==> config.mk <==
export PLATFORM = sky130hd
export DESIGN_NAME = pixel_format_converter_core
export DESIGN_NICKNAME = d
export VERILOG_FILES = /design/src/hw/rtl/pfc_pkg.sv /design/src/hw/rtl/pfc_unpack_lane.sv /design/src/hw/rtl/pfc_pack_lane.sv /design/src/hw/rtl/pixel_format_converter_core.sv
export SDC_FILE = /design/constraint.sdc
export NUM_CORES = 2
export LEC_CHECK = 0
export ABC_CLOCK_PERIOD_IN_PS = 25800
export BUFFER_PORTS_ARGS = -buffer_cell sky130_fd_sc_hd__buf_4
export CORE_ASPECT_RATIO = 1.75
export CORE_MARGIN = 4
export CORE_UTILIZATION = 55
export CTS_BUF_LIST = sky130_fd_sc_hd__clkbuf_8 sky130_fd_sc_hd__clkbuf_16
export CTS_CLUSTER_SIZE = 28
export DETAILED_ROUTE_END_ITERATION = 8
export PLACE_DENSITY = 0.74
export SYNTH_ARGS = -nofsm -noshare
export SYNTH_HDL_FRONTEND = slang
export SYNTH_HIERARCHICAL = 1
export SYNTH_SLANG_ARGS = --single-unit
==> constraint.sdc <==
create_clock -name clk -period 25.8 [get_ports clk]
set_input_delay 3.87 -clock clk [delete_from_list [all_inputs] [get_ports clk]]
set_output_delay 3.87 -clock clk [all_outputs]
set_load 0.02 [all_outputs]
==> src/hw/rtl/pfc_pkg.sv <==
// Shared types, constants and helper functions for the pixel format converter.
// No dependencies; every other file of the block refers to it by scoped names.
package pfc_pkg;

  localparam int PIX_W    = 32;
  localparam int CH_W     = 8;
  localparam int SIZE_W   = 5;
  localparam int BPP_W    = 6;
  localparam int BYTES_W  = 3;
  localparam int CFG_W    = 6;
  localparam int IDX_W    = 3;
  localparam int MASK_W   = 31;
  localparam int NUM_W    = 39;
  localparam int QTAB_W   = 24;
  localparam int X2_W     = 15;
  localparam int RECIP_W  = 16;
  localparam int Y_W      = 31;
  localparam int RECIP_SH = 23;
  localparam int N_STG    = 6;

  // ceil(2^23 / 255); exact for the small remainder products.
  localparam logic [RECIP_W-1:0] RECIP_255 = 16'd32897;

  // Reset values of the format registers (XRGB8888 as the native format).
  localparam logic [BPP_W-1:0]   RST_BPP        = 6'd32;
  localparam logic [BYTES_W-1:0] RST_BYTES      = 3'd4;
  localparam logic [SIZE_W-1:0]  RST_RED_SIZE   = 5'd8;
  localparam logic [SIZE_W-1:0]  RST_RED_POS    = 5'd16;
  localparam logic [SIZE_W-1:0]  RST_GREEN_SIZE = 5'd8;
  localparam logic [SIZE_W-1:0]  RST_GREEN_POS  = 5'd8;
  localparam logic [SIZE_W-1:0]  RST_BLUE_SIZE  = 5'd8;
  localparam logic [SIZE_W-1:0]  RST_BLUE_POS   = 5'd0;

  // floor(2^s / 255) for every channel size s.
  localparam logic [QTAB_W-1:0] QTAB [32] = '{
    24'd0, 24'd0, 24'd0, 24'd0, 24'd0, 24'd0, 24'd0, 24'd0,
    24'd1, 24'd2, 24'd4, 24'd8, 24'd16, 24'd32, 24'd64, 24'd128,
    24'd257, 24'd514, 24'd1028, 24'd2056, 24'd4112, 24'd8224, 24'd16448, 24'd32896,
    24'd65793, 24'd131586, 24'd263172, 24'd526344,
    24'd1052688, 24'd2105376, 24'd4210752, 24'd8421504
  };

  typedef enum logic [IDX_W-1:0] {
    CFG_BPP        = 3'd0,
    CFG_BYTES      = 3'd1,
    CFG_RED_SIZE   = 3'd2,
    CFG_RED_POS    = 3'd3,
    CFG_GREEN_SIZE = 3'd4,
    CFG_GREEN_POS  = 3'd5,
    CFG_BLUE_SIZE  = 3'd6,
    CFG_BLUE_POS   = 3'd7
  } cfg_idx_t;

  typedef struct packed {
    logic [SIZE_W-1:0] size;
    logic [SIZE_W-1:0] pos;
  } chan_cfg_t;

  // Bit k is the valid bit of pipeline stage k+1.
  typedef logic [N_STG-1:0] stg_vld_t;

  typedef struct packed {
    logic [NUM_W-1:0] rem;
    logic [1:0]       qbits;
  } div_res_t;

  function automatic logic [PIX_W-1:0] low_mask(input logic [BPP_W-1:0] nbits);
    logic [PIX_W:0] one_sh;
    one_sh = (PIX_W+1)'(1) << nbits;
    if (nbits >= 6'd32) begin
      return '1;
    end
    return one_sh[PIX_W-1:0] - 32'd1;
  endfunction

  function automatic logic [PIX_W-1:0] byte_mask(input logic [BYTES_W-1:0] nbytes);
    logic [PIX_W-1:0] m;
    case (nbytes)
      3'd0: m = 32'h0000_0000;
      3'd1: m = 32'h0000_00FF;
      3'd2: m = 32'h0000_FFFF;
      3'd3: m = 32'h00FF_FFFF;
      default: m = 32'hFFFF_FFFF;
    endcase
    return m;
  endfunction

  // Two restoring division steps: quotient bits hi and hi-1.
  function automatic div_res_t div_two(input logic [NUM_W-1:0] rem,
                                       input logic [MASK_W-1:0] divisor,
                                       input logic [2:0] hi);
    logic [NUM_W-1:0] d1;
    logic [NUM_W-1:0] d0;
    div_res_t res;
    d1 = {{(NUM_W-MASK_W){1'b0}}, divisor} << hi;
    d0 = {{(NUM_W-MASK_W){1'b0}}, divisor} << (hi - 3'd1);
    res.rem = rem;
    res.qbits = 2'b00;
    if (res.rem >= d1) begin
      res.rem = res.rem - d1;
      res.qbits[1] = 1'b1;
    end
    if (res.rem >= d0) begin
      res.rem = res.rem - d0;
      res.qbits[0] = 1'b1;
    end
    return res;
  endfunction

endpackage

==> src/hw/rtl/pfc_unpack_lane.sv <==
// One color channel of the unpack path: field extract and scale to 8 bits.
// Depends on pfc_pkg; six register stages, quotient found two bits per stage.
module pfc_unpack_lane (
  input  logic                        clk,
  input  logic                        rst_n,
  input  pfc_pkg::chan_cfg_t          cfg,
  input  logic [pfc_pkg::PIX_W-1:0]   word,
  input  pfc_pkg::stg_vld_t           stg_vld,
  output logic [pfc_pkg::CH_W-1:0]    q
);

  logic [pfc_pkg::PIX_W-1:0]  full_mask;
  logic [pfc_pkg::MASK_W-1:0] mask_w;
  logic [pfc_pkg::PIX_W-1:0]  shifted;
  logic [pfc_pkg::MASK_W-1:0] v_nxt;
  logic [pfc_pkg::MASK_W-1:0] v_r;
  logic [pfc_pkg::NUM_W-1:0]  num_nxt;
  logic [pfc_pkg::NUM_W-1:0]  num_r;
  pfc_pkg::div_res_t          d3_nxt;
  pfc_pkg::div_res_t          d4_nxt;
  pfc_pkg::div_res_t          d5_nxt;
  pfc_pkg::div_res_t          d6_nxt;
  logic [pfc_pkg::NUM_W-1:0]  rem3_r;
  logic [pfc_pkg::NUM_W-1:0]  rem4_r;
  logic [pfc_pkg::NUM_W-1:0]  rem5_r;
  logic [pfc_pkg::NUM_W-1:0]  rem6_r;
  logic [1:0]                 q3_r;
  logic [3:0]                 q4_r;
  logic [5:0]                 q5_r;
  logic [7:0]                 q6_r;

  // The user must change the format registers only while the pipeline is empty;
  // the block does not enforce this. Relying on that, the stages that need them read them directly.
  assign full_mask = pfc_pkg::low_mask({1'b0, cfg.size});
  assign mask_w    = full_mask[pfc_pkg::MASK_W-1:0];
  assign shifted   = word >> cfg.pos;
  assign v_nxt     = shifted[pfc_pkg::MASK_W-1:0] & mask_w;

  // value * 255 as value * 256 - value.
  assign num_nxt = ({{(pfc_pkg::NUM_W-pfc_pkg::MASK_W){1'b0}}, v_r} << 8)
                 - {{(pfc_pkg::NUM_W-pfc_pkg::MASK_W){1'b0}}, v_r};

  assign d3_nxt = pfc_pkg::div_two(num_r,  mask_w, 3'd7);
  assign d4_nxt = pfc_pkg::div_two(rem3_r, mask_w, 3'd5);
  assign d5_nxt = pfc_pkg::div_two(rem4_r, mask_w, 3'd3);
  assign d6_nxt = pfc_pkg::div_two(rem5_r, mask_w, 3'd1);

  always_ff @(posedge clk) begin
    v_r    <= v_nxt;
    num_r  <= num_nxt;
    rem3_r <= d3_nxt.rem;
    q3_r   <= d3_nxt.qbits;
    rem4_r <= d4_nxt.rem;
    q4_r   <= {q3_r, d4_nxt.qbits};
    rem5_r <= d5_nxt.rem;
    q5_r   <= {q4_r, d5_nxt.qbits};
    rem6_r <= d6_nxt.rem;
    q6_r   <= {q5_r, d6_nxt.qbits};
  end

  // An empty channel has a zero divisor and reads as zero.
  assign q = (cfg.size == '0) ? '0 : q6_r;

  a_rem_below_divisor: assert property (@(posedge clk) disable iff (!rst_n)
    (stg_vld[5] && cfg.size != '0)
      |-> (rem6_r < {{(pfc_pkg::NUM_W-pfc_pkg::MASK_W){1'b0}}, mask_w}))
    else $error("unpack remainder not below channel mask");

endmodule

==> src/hw/rtl/pfc_pack_lane.sv <==
// One color channel of the pack path: scale an 8-bit value to the field width
// and move it into place. Depends on pfc_pkg; six register stages.
module pfc_pack_lane (
  input  logic                        clk,
  input  logic                        rst_n,
  input  pfc_pkg::chan_cfg_t          cfg,
  input  logic [pfc_pkg::CH_W-1:0]    c,
  input  pfc_pkg::stg_vld_t           stg_vld,
  output logic [pfc_pkg::PIX_W-1:0]   field
);

  logic [pfc_pkg::PIX_W-1:0]  full_mask;
  logic [pfc_pkg::PIX_W-1:0]  pos_mask;
  logic [pfc_pkg::MASK_W-1:0] mask_w;
  logic [pfc_pkg::CH_W-1:0]   c_r;
  logic [pfc_pkg::PIX_W-1:0]  p1_nxt;
  logic [pfc_pkg::PIX_W-1:0]  p1_r;
  logic [pfc_pkg::PIX_W-1:0]  p1d_r;
  logic [pfc_pkg::X2_W-1:0]   c_wide;
  logic [pfc_pkg::X2_W-1:0]   x2_nxt;
  logic [pfc_pkg::X2_W-1:0]   x2_r;
  logic [pfc_pkg::Y_W-1:0]    y_nxt;
  logic [pfc_pkg::Y_W-1:0]    y_r;
  logic [pfc_pkg::MASK_W-1:0] q4_nxt;
  logic [pfc_pkg::MASK_W-1:0] q4_r;
  logic [pfc_pkg::PIX_W-1:0]  sh5_nxt;
  logic [pfc_pkg::PIX_W-1:0]  sh5_r;
  logic [pfc_pkg::PIX_W-1:0]  field_r;

  assign full_mask = pfc_pkg::low_mask({1'b0, cfg.size});
  assign pos_mask  = pfc_pkg::low_mask({1'b0, cfg.pos});
  assign mask_w    = full_mask[pfc_pkg::MASK_W-1:0];

  // With 2^s = 255*Q + 2^(s mod 8), c*(2^s-1)/255 splits into c*Q plus a
  // small remainder term c*(2^(s mod 8)-1)/255.
  assign p1_nxt = {{(pfc_pkg::PIX_W-pfc_pkg::CH_W){1'b0}}, c_r}
                * {{(pfc_pkg::PIX_W-pfc_pkg::QTAB_W){1'b0}}, pfc_pkg::QTAB[cfg.size]};
  assign c_wide = {{(pfc_pkg::X2_W-pfc_pkg::CH_W){1'b0}}, c_r};
  assign x2_nxt = (c_wide << cfg.size[2:0]) - c_wide;

  assign y_nxt  = {{(pfc_pkg::Y_W-pfc_pkg::X2_W){1'b0}}, x2_r}
                * {{(pfc_pkg::Y_W-pfc_pkg::RECIP_W){1'b0}}, pfc_pkg::RECIP_255};

  assign q4_nxt = p1d_r[pfc_pkg::MASK_W-1:0]
                + {{(pfc_pkg::MASK_W-pfc_pkg::CH_W){1'b0}},
                   y_r[pfc_pkg::Y_W-1:pfc_pkg::RECIP_SH]};

  // Bits pushed past bit 31 drop out here.
  assign sh5_nxt = {1'b0, q4_r} << cfg.pos;

  always_ff @(posedge clk) begin
    c_r     <= c;
    p1_r    <= p1_nxt;
    x2_r    <= x2_nxt;
    p1d_r   <= p1_r;
    y_r     <= y_nxt;
    q4_r    <= q4_nxt;
    sh5_r   <= sh5_nxt;
    field_r <= sh5_r;
  end

  assign field = field_r;

  a_scaled_within_mask: assert property (@(posedge clk) disable iff (!rst_n)
    stg_vld[3] |-> (q4_r <= mask_w))
    else $error("pack scaled value exceeds channel mask");

  a_no_bits_below_pos: assert property (@(posedge clk) disable iff (!rst_n)
    stg_vld[4] |-> ((sh5_r & pos_mask) == '0))
    else $error("pack field has bits below its position");

endmodule

==> src/hw/rtl/pixel_format_converter_core.sv <==
// Top level of the pixel format converter: format registers, valid pipeline
// and output register. Depends on pfc_pkg, pfc_unpack_lane and pfc_pack_lane.
//
// Usage:
//   Input: a beat is taken at each rising edge with start high and busy low.
//   busy never rises, so a new pixel may be offered in every cycle. in_mode
//   low converts the native pixel in in_pixel_in to XRGB8888; high packs
//   red<<16|green<<8|blue into the native format.
//   Output: each result is shown on out_pixel_out for one cycle with
//   out_strobe high. Results leave in input order, one per accepted beat.
//   Pipeline: a beat accepted at an edge passes the lane stages and then the
//   output register before it is shown. Throughput is one pixel per clock.
//   The pipeline depth is set by the unpack divider, which finds the 8-bit scaled
//   value two quotient bits per stage over four stages, after an extract
//   stage and a times-255 stage; the pack path is padded to match.
//   Configuration: cfg_we writes cfg_data into the register at cfg_index.
//   Write only while no beat is in flight (seven cycles after the last one).
//   Reset: rst_n low for one edge empties the pipeline and loads the
//   XRGB8888 format (32 bits, 4 bytes, red at 16, green at 8, blue at 0).
//   The receiver cannot stall; results must be taken as they appear.
module pixel_format_converter_core (
  input  logic                           clk,
  input  logic                           rst_n,
  input  logic                           start,
  output logic                           busy,
  input  logic                           in_mode,
  input  logic [pfc_pkg::PIX_W-1:0]      in_pixel_in,
  output logic                           out_strobe,
  output logic [pfc_pkg::PIX_W-1:0]      out_pixel_out,
  input  logic                           cfg_we,
  input  logic [pfc_pkg::IDX_W-1:0]      cfg_index,
  input  logic [pfc_pkg::CFG_W-1:0]      cfg_data
);

  logic [pfc_pkg::BPP_W-1:0]   bpp_r;
  logic [pfc_pkg::BYTES_W-1:0] bytes_r;
  logic [pfc_pkg::SIZE_W-1:0]  red_size_r;
  logic [pfc_pkg::SIZE_W-1:0]  red_pos_r;
  logic [pfc_pkg::SIZE_W-1:0]  green_size_r;
  logic [pfc_pkg::SIZE_W-1:0]  green_pos_r;
  logic [pfc_pkg::SIZE_W-1:0]  blue_size_r;
  logic [pfc_pkg::SIZE_W-1:0]  blue_pos_r;

  pfc_pkg::chan_cfg_t          red_cfg;
  pfc_pkg::chan_cfg_t          green_cfg;
  pfc_pkg::chan_cfg_t          blue_cfg;

  pfc_pkg::stg_vld_t           vld_r;
  pfc_pkg::stg_vld_t           vld_nxt;
  logic [pfc_pkg::N_STG-1:0]   mode_r;
  logic [pfc_pkg::N_STG-1:0]   mode_nxt;
  logic                        accept;

  logic [pfc_pkg::PIX_W-1:0]   native;
  logic [pfc_pkg::CH_W-1:0]    red_q;
  logic [pfc_pkg::CH_W-1:0]    green_q;
  logic [pfc_pkg::CH_W-1:0]    blue_q;
  logic [pfc_pkg::PIX_W-1:0]   red_field;
  logic [pfc_pkg::PIX_W-1:0]   green_field;
  logic [pfc_pkg::PIX_W-1:0]   blue_field;

  logic                        out_strobe_r;
  logic [pfc_pkg::PIX_W-1:0]   out_pixel_nxt;
  logic [pfc_pkg::PIX_W-1:0]   out_pixel_r;

  always_ff @(posedge clk) begin
    if (!rst_n) begin
      bpp_r        <= pfc_pkg::RST_BPP;
      bytes_r      <= pfc_pkg::RST_BYTES;
      red_size_r   <= pfc_pkg::RST_RED_SIZE;
      red_pos_r    <= pfc_pkg::RST_RED_POS;
      green_size_r <= pfc_pkg::RST_GREEN_SIZE;
      green_pos_r  <= pfc_pkg::RST_GREEN_POS;
      blue_size_r  <= pfc_pkg::RST_BLUE_SIZE;
      blue_pos_r   <= pfc_pkg::RST_BLUE_POS;
    end else if (cfg_we) begin
      case (cfg_index)
        pfc_pkg::CFG_BPP:        bpp_r        <= cfg_data;
        pfc_pkg::CFG_BYTES:      bytes_r      <= cfg_data[pfc_pkg::BYTES_W-1:0];
        pfc_pkg::CFG_RED_SIZE:   red_size_r   <= cfg_data[pfc_pkg::SIZE_W-1:0];
        pfc_pkg::CFG_RED_POS:    red_pos_r    <= cfg_data[pfc_pkg::SIZE_W-1:0];
        pfc_pkg::CFG_GREEN_SIZE: green_size_r <= cfg_data[pfc_pkg::SIZE_W-1:0];
        pfc_pkg::CFG_GREEN_POS:  green_pos_r  <= cfg_data[pfc_pkg::SIZE_W-1:0];
        pfc_pkg::CFG_BLUE_SIZE:  blue_size_r  <= cfg_data[pfc_pkg::SIZE_W-1:0];
        pfc_pkg::CFG_BLUE_POS:   blue_pos_r   <= cfg_data[pfc_pkg::SIZE_W-1:0];
        default: ;
      endcase
    end
  end

  assign red_cfg   = '{size: red_size_r,   pos: red_pos_r};
  assign green_cfg = '{size: green_size_r, pos: green_pos_r};
  assign blue_cfg  = '{size: blue_size_r,  pos: blue_pos_r};

  // Every stage advances each cycle, so nothing ever holds the input off.
  assign busy   = 1'b0;
  assign accept = start && !busy;

  assign vld_nxt  = {vld_r[pfc_pkg::N_STG-2:0], accept};
  assign mode_nxt = {mode_r[pfc_pkg::N_STG-2:0], in_mode};

  assign native = in_pixel_in & pfc_pkg::byte_mask(bytes_r) & pfc_pkg::low_mask(bpp_r);

  pfc_unpack_lane u_unpack_red (
    .clk(clk), .rst_n(rst_n), .cfg(red_cfg), .word(native), .stg_vld(vld_r), .q(red_q)
  );
  pfc_unpack_lane u_unpack_green (
    .clk(clk), .rst_n(rst_n), .cfg(green_cfg), .word(native), .stg_vld(vld_r), .q(green_q)
  );
  pfc_unpack_lane u_unpack_blue (
    .clk(clk), .rst_n(rst_n), .cfg(blue_cfg), .word(native), .stg_vld(vld_r), .q(blue_q)
  );

  pfc_pack_lane u_pack_red (
    .clk(clk), .rst_n(rst_n), .cfg(red_cfg), .c(in_pixel_in[23:16]),
    .stg_vld(vld_r), .field(red_field)
  );
  pfc_pack_lane u_pack_green (
    .clk(clk), .rst_n(rst_n), .cfg(green_cfg), .c(in_pixel_in[15:8]),
    .stg_vld(vld_r), .field(green_field)
  );
  pfc_pack_lane u_pack_blue (
    .clk(clk), .rst_n(rst_n), .cfg(blue_cfg), .c(in_pixel_in[7:0]),
    .stg_vld(vld_r), .field(blue_field)
  );

  always_comb begin
    if (mode_r[pfc_pkg::N_STG-1]) begin
      out_pixel_nxt = (red_field | green_field | blue_field) & pfc_pkg::byte_mask(bytes_r);
    end else begin
      out_pixel_nxt = {8'd0, red_q, green_q, blue_q};
    end
  end

  always_ff @(posedge clk) begin
    if (!rst_n) begin
      vld_r        <= '0;
      out_strobe_r <= 1'b0;
    end else begin
      vld_r        <= vld_nxt;
      out_strobe_r <= vld_r[pfc_pkg::N_STG-1];
    end
  end

  always_ff @(posedge clk) begin
    mode_r      <= mode_nxt;
    out_pixel_r <= out_pixel_nxt;
  end

  assign out_strobe    = out_strobe_r;
  assign out_pixel_out = out_pixel_r;

  a_strobe_follows_beat: assert property (@(posedge clk) disable iff (!rst_n)
    out_strobe_r |-> $past(start && !busy, 7))
    else $error("result strobe without a beat accepted seven cycles earlier");

endmodule

## Yosys cells after proc, flatten, opt, wreduce, memory -nomap -nowiden

Memories as Yosys holds them, arrays and structs flattened.
Cells that the tools add are included.

| word-level totals | value |
|---|---|
| register bits | 1338 |
| bits in read-only memories | 2304 |
| input bits | 46 |
| logic and storage cells | 230 |
| output and inout port bits | 34 |
| memories | 3 |

Memories:

| memory | words | width | read ports | clocked after memory_dff | wr ports | line | text |
|---|---|---|---|---|---|---|---|
| (no name shown) | 32 | 24 | 1 | 0 | 0 | pfc_pack_lane.sv:37 | `* {{(pfc_pkg::PIX_W-pfc_pkg::QTAB_W){1'b0}}, pfc_pkg::QTAB[cfg.size]};` |
| (no name shown) | 32 | 24 | 1 | 0 | 0 | pfc_pack_lane.sv:37 |  |
| (no name shown) | 32 | 24 | 1 | 0 | 0 | pfc_pack_lane.sv:37 |  |

| cells by class | value |
|---|---|
| mux-type cells | 48 |
| add/sub/neg operators | 34 |
| shifts and indexed selects | 13 |
| bitwise logic cells | 11 |
| order comparisons | 28 |
| reduce and logical (&&, ||, !) cells | 13 |
| equality and inequality tests | 10 |
| multiply operators | 6 |

Operators with widths:

| kind | count |
|---|---|
| two-way mux 40 bit | 12 |
| two-way mux 39 bit | 9 |
| two-way mux 24 bit | 7 |
| case mux 32 bit (4 select lines) | 1 |
| >= comparator 39 x 31 -> 1 bit | 3 |
| >= comparator 39 x 32 -> 1 bit | 3 |
| >= comparator 39 x 33 -> 1 bit | 3 |
| >= comparator 39 x 34 -> 1 bit | 3 |
| >= comparator 39 x 35 -> 1 bit | 3 |
| >= comparator 39 x 36 -> 1 bit | 3 |
| >= comparator 39 x 37 -> 1 bit | 3 |
| >= comparator 39 x 38 -> 1 bit | 3 |
| subtractor 39 x 31 -> 39 bit | 3 |
| subtractor 39 x 32 -> 39 bit | 3 |
| subtractor 39 x 33 -> 39 bit | 3 |
| subtractor 39 x 34 -> 39 bit | 3 |
| subtractor 39 x 35 -> 39 bit | 3 |
| subtractor 39 x 36 -> 39 bit | 3 |
| subtractor 39 x 37 -> 39 bit | 3 |
| subtractor 39 x 38 -> 39 bit | 3 |
| bitwise AND 32 bit | 3 |
| two-way mux 32 bit | 3 |
| << shifter 31 x 5 -> 32 bit | 3 |
| >> shifter 32 x 5 -> 31 bit | 3 |
| 21 further kinds | 74 |

## Logic depth before layout (Yosys ltp)

| depth | value |
|---|---|
| depth after elaboration | 6 |
| depth in mapped cells | 44 |
| mapped depth without buffers | 35 |

## Hierarchy

Netlist, hierarchy kept.

By module, submodules not included:

| module | area an instance (µm²) | seq. area each (µm²) | times used | cells each |
|---|---|---|---|---|
| pfc_unpack_lane (u_unpack_red) | 23135.9 | 4144.0 | 1 | 3035 |
| pfc_unpack_lane (u_unpack_blue) | 23110.9 | 4144.0 | 1 | 3071 |
| pfc_unpack_lane (u_unpack_green) | 22743.1 | 4144.0 | 1 | 2970 |
| pfc_pack_lane (u_pack_green) | 13962.1 | 3763.6 | 1 | 1529 |
| pfc_pack_lane (u_pack_blue) | 13949.6 | 3763.6 | 1 | 1535 |
| pfc_pack_lane (u_pack_red) | 13927.1 | 3763.6 | 1 | 1517 |
| pixel_format_converter_core | 3965.1 | 1681.6 | 1 | 454 |

## Worst setup path after synthesis

OpenSTA, ideal clock, no wires.

| timing path | value |
|---|---|
| path kind | register -> register |
| from | register blue_size_r[4] (netlist name) |
| to | register u_unpack_blue/rem5_r[29] (netlist name) |
| setup slack | 16.170 ns |
| arrival time | 9.514 ns |
| cell stages (with the launch flop) | 43 |
| clock period less this slack | 9.630 ns |
| data required time | 25.684 ns |
| buffers on the path | 9 |
| library setup time | 0.116 ns |
| cell sequence | dfxtp_1 buf_2 buf_1 buf_1 nor3_1 nand2_1 ha_1 buf_2 clkbuf_1 buf_1 nand2_1 o21ai_0 a31oi_1 ha_1 clkbuf_1 a21oi_1 a21oi_1 o31ai_1 [... 7 more ...] nand2_1 o21ai_0 inv_1 ha_1 nor2b_1 o21a_1 o21ai_0 a311o_1 a21boi_0 o41a_1 a41o_1 nor3_1 a311oi_1 a2111o_1 a31oi_1 o21bai_1 or2_2 a31o_2 |

RTL lines:

| item | line | text |
|---|---|---|
| start: declaration | pixel_format_converter_core.sv:41 | `logic [pfc_pkg::SIZE_W-1:0] blue_size_r;` |
| start signal: assignment | pixel_format_converter_core.sv:74 | `blue_size_r <= pfc_pkg::RST_BLUE_SIZE;` |
| start signal: assignment | pixel_format_converter_core.sv:84 | `pfc_pkg::CFG_BLUE_SIZE: blue_size_r <= cfg_data[pfc_pkg::SIZE_W-1:0];` |
| end signal: assignment | pfc_unpack_lane.sv:55 | `rem5_r <= d5_nxt.rem;` |
| end: declaration | pfc_unpack_lane.sv:25 | `logic [pfc_pkg::NUM_W-1:0] rem5_r;` |

==> results by group <==
Floorplan
  • Die Ht: about 600 µm
  • Core Rows: 221
  • Core ar.: 207000 µm²
  • Initial Util: a little under three fifths
  • Die Area: approximately 220000 µm²
  • IO Count: 80
  • Die span in x: 353 µm

Placed design
  • Post-place setup slack: about 15000 ps
  • IO Port Bufs: 78
  • Dpl cells: roughly 16k
  • GPL Wtd Cong: slightly above 1
  • Detailed-placement wirelength estimate: 298 mm

Synthesis
  • Number of synthesis warnings: 6
  • Async SR Flop Fraction: 0%
  • Cell taking the most area after synthesis: dfxtp_1
  • Syn avg cell area: between 8 and 9 µm²
  • Sequential fraction of the synthesis area: 22.1%
  • EDFF count, synth: 0
  • Mapped Cells: roughly 14k
  • Top-count cell post-synth: nand2_1
  • Synth cell count leaders: 1356 x nand2_1, 1269 x dfxtp_1, 1236 x nor2_1
  • Synth unique cells: about 140
  • #FFs+latches synth: 1269
  • Yosys top cell area share: 22.1%
  • Syn Nets: around 16k
  • Ys flop type: dfxtp_1
  • Synth Cell Area: 115000 µm²
  • Synth area leaders: dfxtp_1 22%, ha_1 12%, fa_1 7.4%

Global routing
  • Initial antenna violation count: 19
  • First-pass GRT wire length: 577 mm
  • Remaining global-route overflow: 0
  • Pin count of the biggest net entering global routing: 80
  • Number of global-route vias before repair: ~110k
  • GRT Util Overall: 33.8%

Worst setup path
  • Slowest CP cell: ha_1
  • Req. time, crit path: around 26000 ps
  • CP Data Arrival Time: around 12000 ps
  • Max stage delay on crit path: 750 ps
  • CP endpoint kind: register
  • Startpoint Class: register
  • Worst-path maximum fanout: about 40
  • Most frequent CP cell: buf_4
  • Critical path type: register to register

STA
  • Setup WS post-layout: around 15000 ps
  • TNS Setup: 0 ps
  • Hold WS: roughly 300 ps
  • Unrepaired setup endpoints after global routing: no
  • Final setup viols: 0
  • Slew Limit Fails: 0
  • Clock Skew: between 40 and 50 ps
  • Final period util: 42.6%
  • Fin. Hold Viols: 0
  • Max-Slew Margin vs Limit: between 7 and 8%
  • Tmin final: 10990 ps
  • FMAX: about 0.091 GHz
  • Worst Max-Slew Pin Slew: about 1400 ps

Job
  • Max Cap Viol: 0

Clock tree
  • Sink Count: around 1.3k
  • H-tree depth: 3
  • Max clock buf depth: 3
  • Post-CTS Hold Fix Bufs: 0
  • CTS root buf: clkbuf_16
  • Later-pin clock latency in the skew report: about 800 ps
  • CTS tree: done
  • Worst-path clk slew: 70 ps
  • # resized after CTS: 0
  • Num CTS Buffers: roughly 120
  • Setup repair bufs after CTS: 0

Final layout
  • Final #Nets: around 15k
  • Fin cells: about 17k
  • Layout cells sized above 1: roughly 7.1%
  • P&R area growth vs syn: 6.19%

Drt
  • TritonRoute pass-1 iters: 8
  • Routed Antenna Nets: 0
  • Final WL: between 300 and 400 mm
  • Starting DRC count in detailed routing: about 8k
  • Drt drc: 0
  • Wire per inst: 22.7 µm
  • Routed vias/inst: 6.32
  • Via count: 105k

Pwr
  • Peak supply drop: around 89 µV
  • Leakage power: about 52 nW
  • Power per cell area: between 100 and 150 nW/µm²

Run status
  • Outcome: finished, final reports clean

Worst hold path
  • Hold crit path type: register to register
## power by group
| part | internal (W) | leakage, nW | switching [W] |
|---|---|---|---|
| logic | 0.00444 | 39.8 | 0.00592 |
| registers | 0.00258 | 10.5 | 0.000495 |
| clock network | 0.00105 | 2.09 | 0.000862 |
## path summary, 6_finish.rpt
kind                                      startpoint                        end  slack [ps]  cells past startpoint
worst max-delay path                 green_size_r[2]  u_unpack_green/rem4_r[30]       14810                     37
worst min-delay path            u_pack_green/p1_r[8]      u_pack_green/p1d_r[8]         300                      0
worst max register to register       green_size_r[2]  u_unpack_green/rem4_r[30]       14810                     37
worst min register to register  u_pack_green/p1_r[8]      u_pack_green/p1d_r[8]         300                      0
## worst max-delay path: cells and delay by family, from the launching register on
kind	cells	cell delay, ps
AO/OA/AOI/OAI	17	4170
buffers and inverters	6	2070
adder cells (fa/ha/maj)	3	1390
flip-flops	1	700
multiplexers	1	380
AND/OR/NAND/NOR	10	2100
## layout make-up
| class | instances | area, µm² |
|---|---|---|
| antenna | 16 | 40.0 |
| clock buffer | 132 | 3170 |
| clock inverter | 90 | 1040 |
| fill | 18800 | 85500 |
| inverter | 959 | 3610 |
| multi-input combinational | 11300 | 83300 |
| sequential | 1269 | 25400 |
| tap | 2676 | 3350 |
| timing repair buffer | 258 | 1940 |
## state kept, by name, summed over array words and instances, names as in the netlist, 39 cells and up
signal,count
u_unpack_red/rem4_r,39
u_unpack_green/rem3_r,39
u_unpack_green/num_r,39
u_unpack_green/rem4_r,39
u_unpack_red/rem5_r,39
u_unpack_blue/rem5_r,39
u_unpack_blue/rem4_r,39
u_unpack_blue/num_r,39
u_unpack_red/num_r,39
u_unpack_blue/rem3_r,39
u_unpack_green/rem5_r,39
u_unpack_red/rem3_r,39
## cell families after synthesis
logic type	after synthesis	share of synthesized area [%]
other	1	0.00327
AND/OR/NAND/NOR	4568	19.0
multiplexers	550	5.94
adder cells (fa/ha/maj)	1576	19.8
buffers and inverters	1573	5.38
flip-flops	1269	22.1
AO/OA/AOI/OAI	3591	20.2
XOR/XNOR	983	7.55
## layer usage
layer	vias to the layer above	global-route usage (%)	routed length (µm)
li1	49500	-	-
met1	49900	31.8	123000
met2	4163	62.2	191000
met3	1766	5.90	23200
met4	6	30.7	41600
met5	-	0	49
## stage by stage
stage | cell area [µm²] | power, W | utilization [%]
after global placement | 118000 | 0.0131 | 56.7
after global routing | 122000 | 0.0166 | 58.8
after CTS | 122000 | 0.0152 | 58.8
final | 122000 | 0.0153 | 58.8
after detailed placement | 118000 | 0.0132 | 56.7
after floorplan | 115000 | 0.0109 | -
## placed cells by master (no fill, tap or decap), types with 218 or more instances in the layout
cell type  synthesis  routed
xnor2_1          698     698
nand2_1         1356    1356
buf_4             20     258
inv_1            924     936
nor3_1           377     375
fa_1             423     423
nand3_1          343     342
xor2_1           280     280
mux2i_1          277     277
nor2b_1          218     218
dfxtp_1         1269    1241
ha_1            1102    1102
nor2_1          1236    1229
a21oi_1         1025    1023
a21o_1           338     338
o21ai_0          771     768
Power figures use the tool's default switching activity.
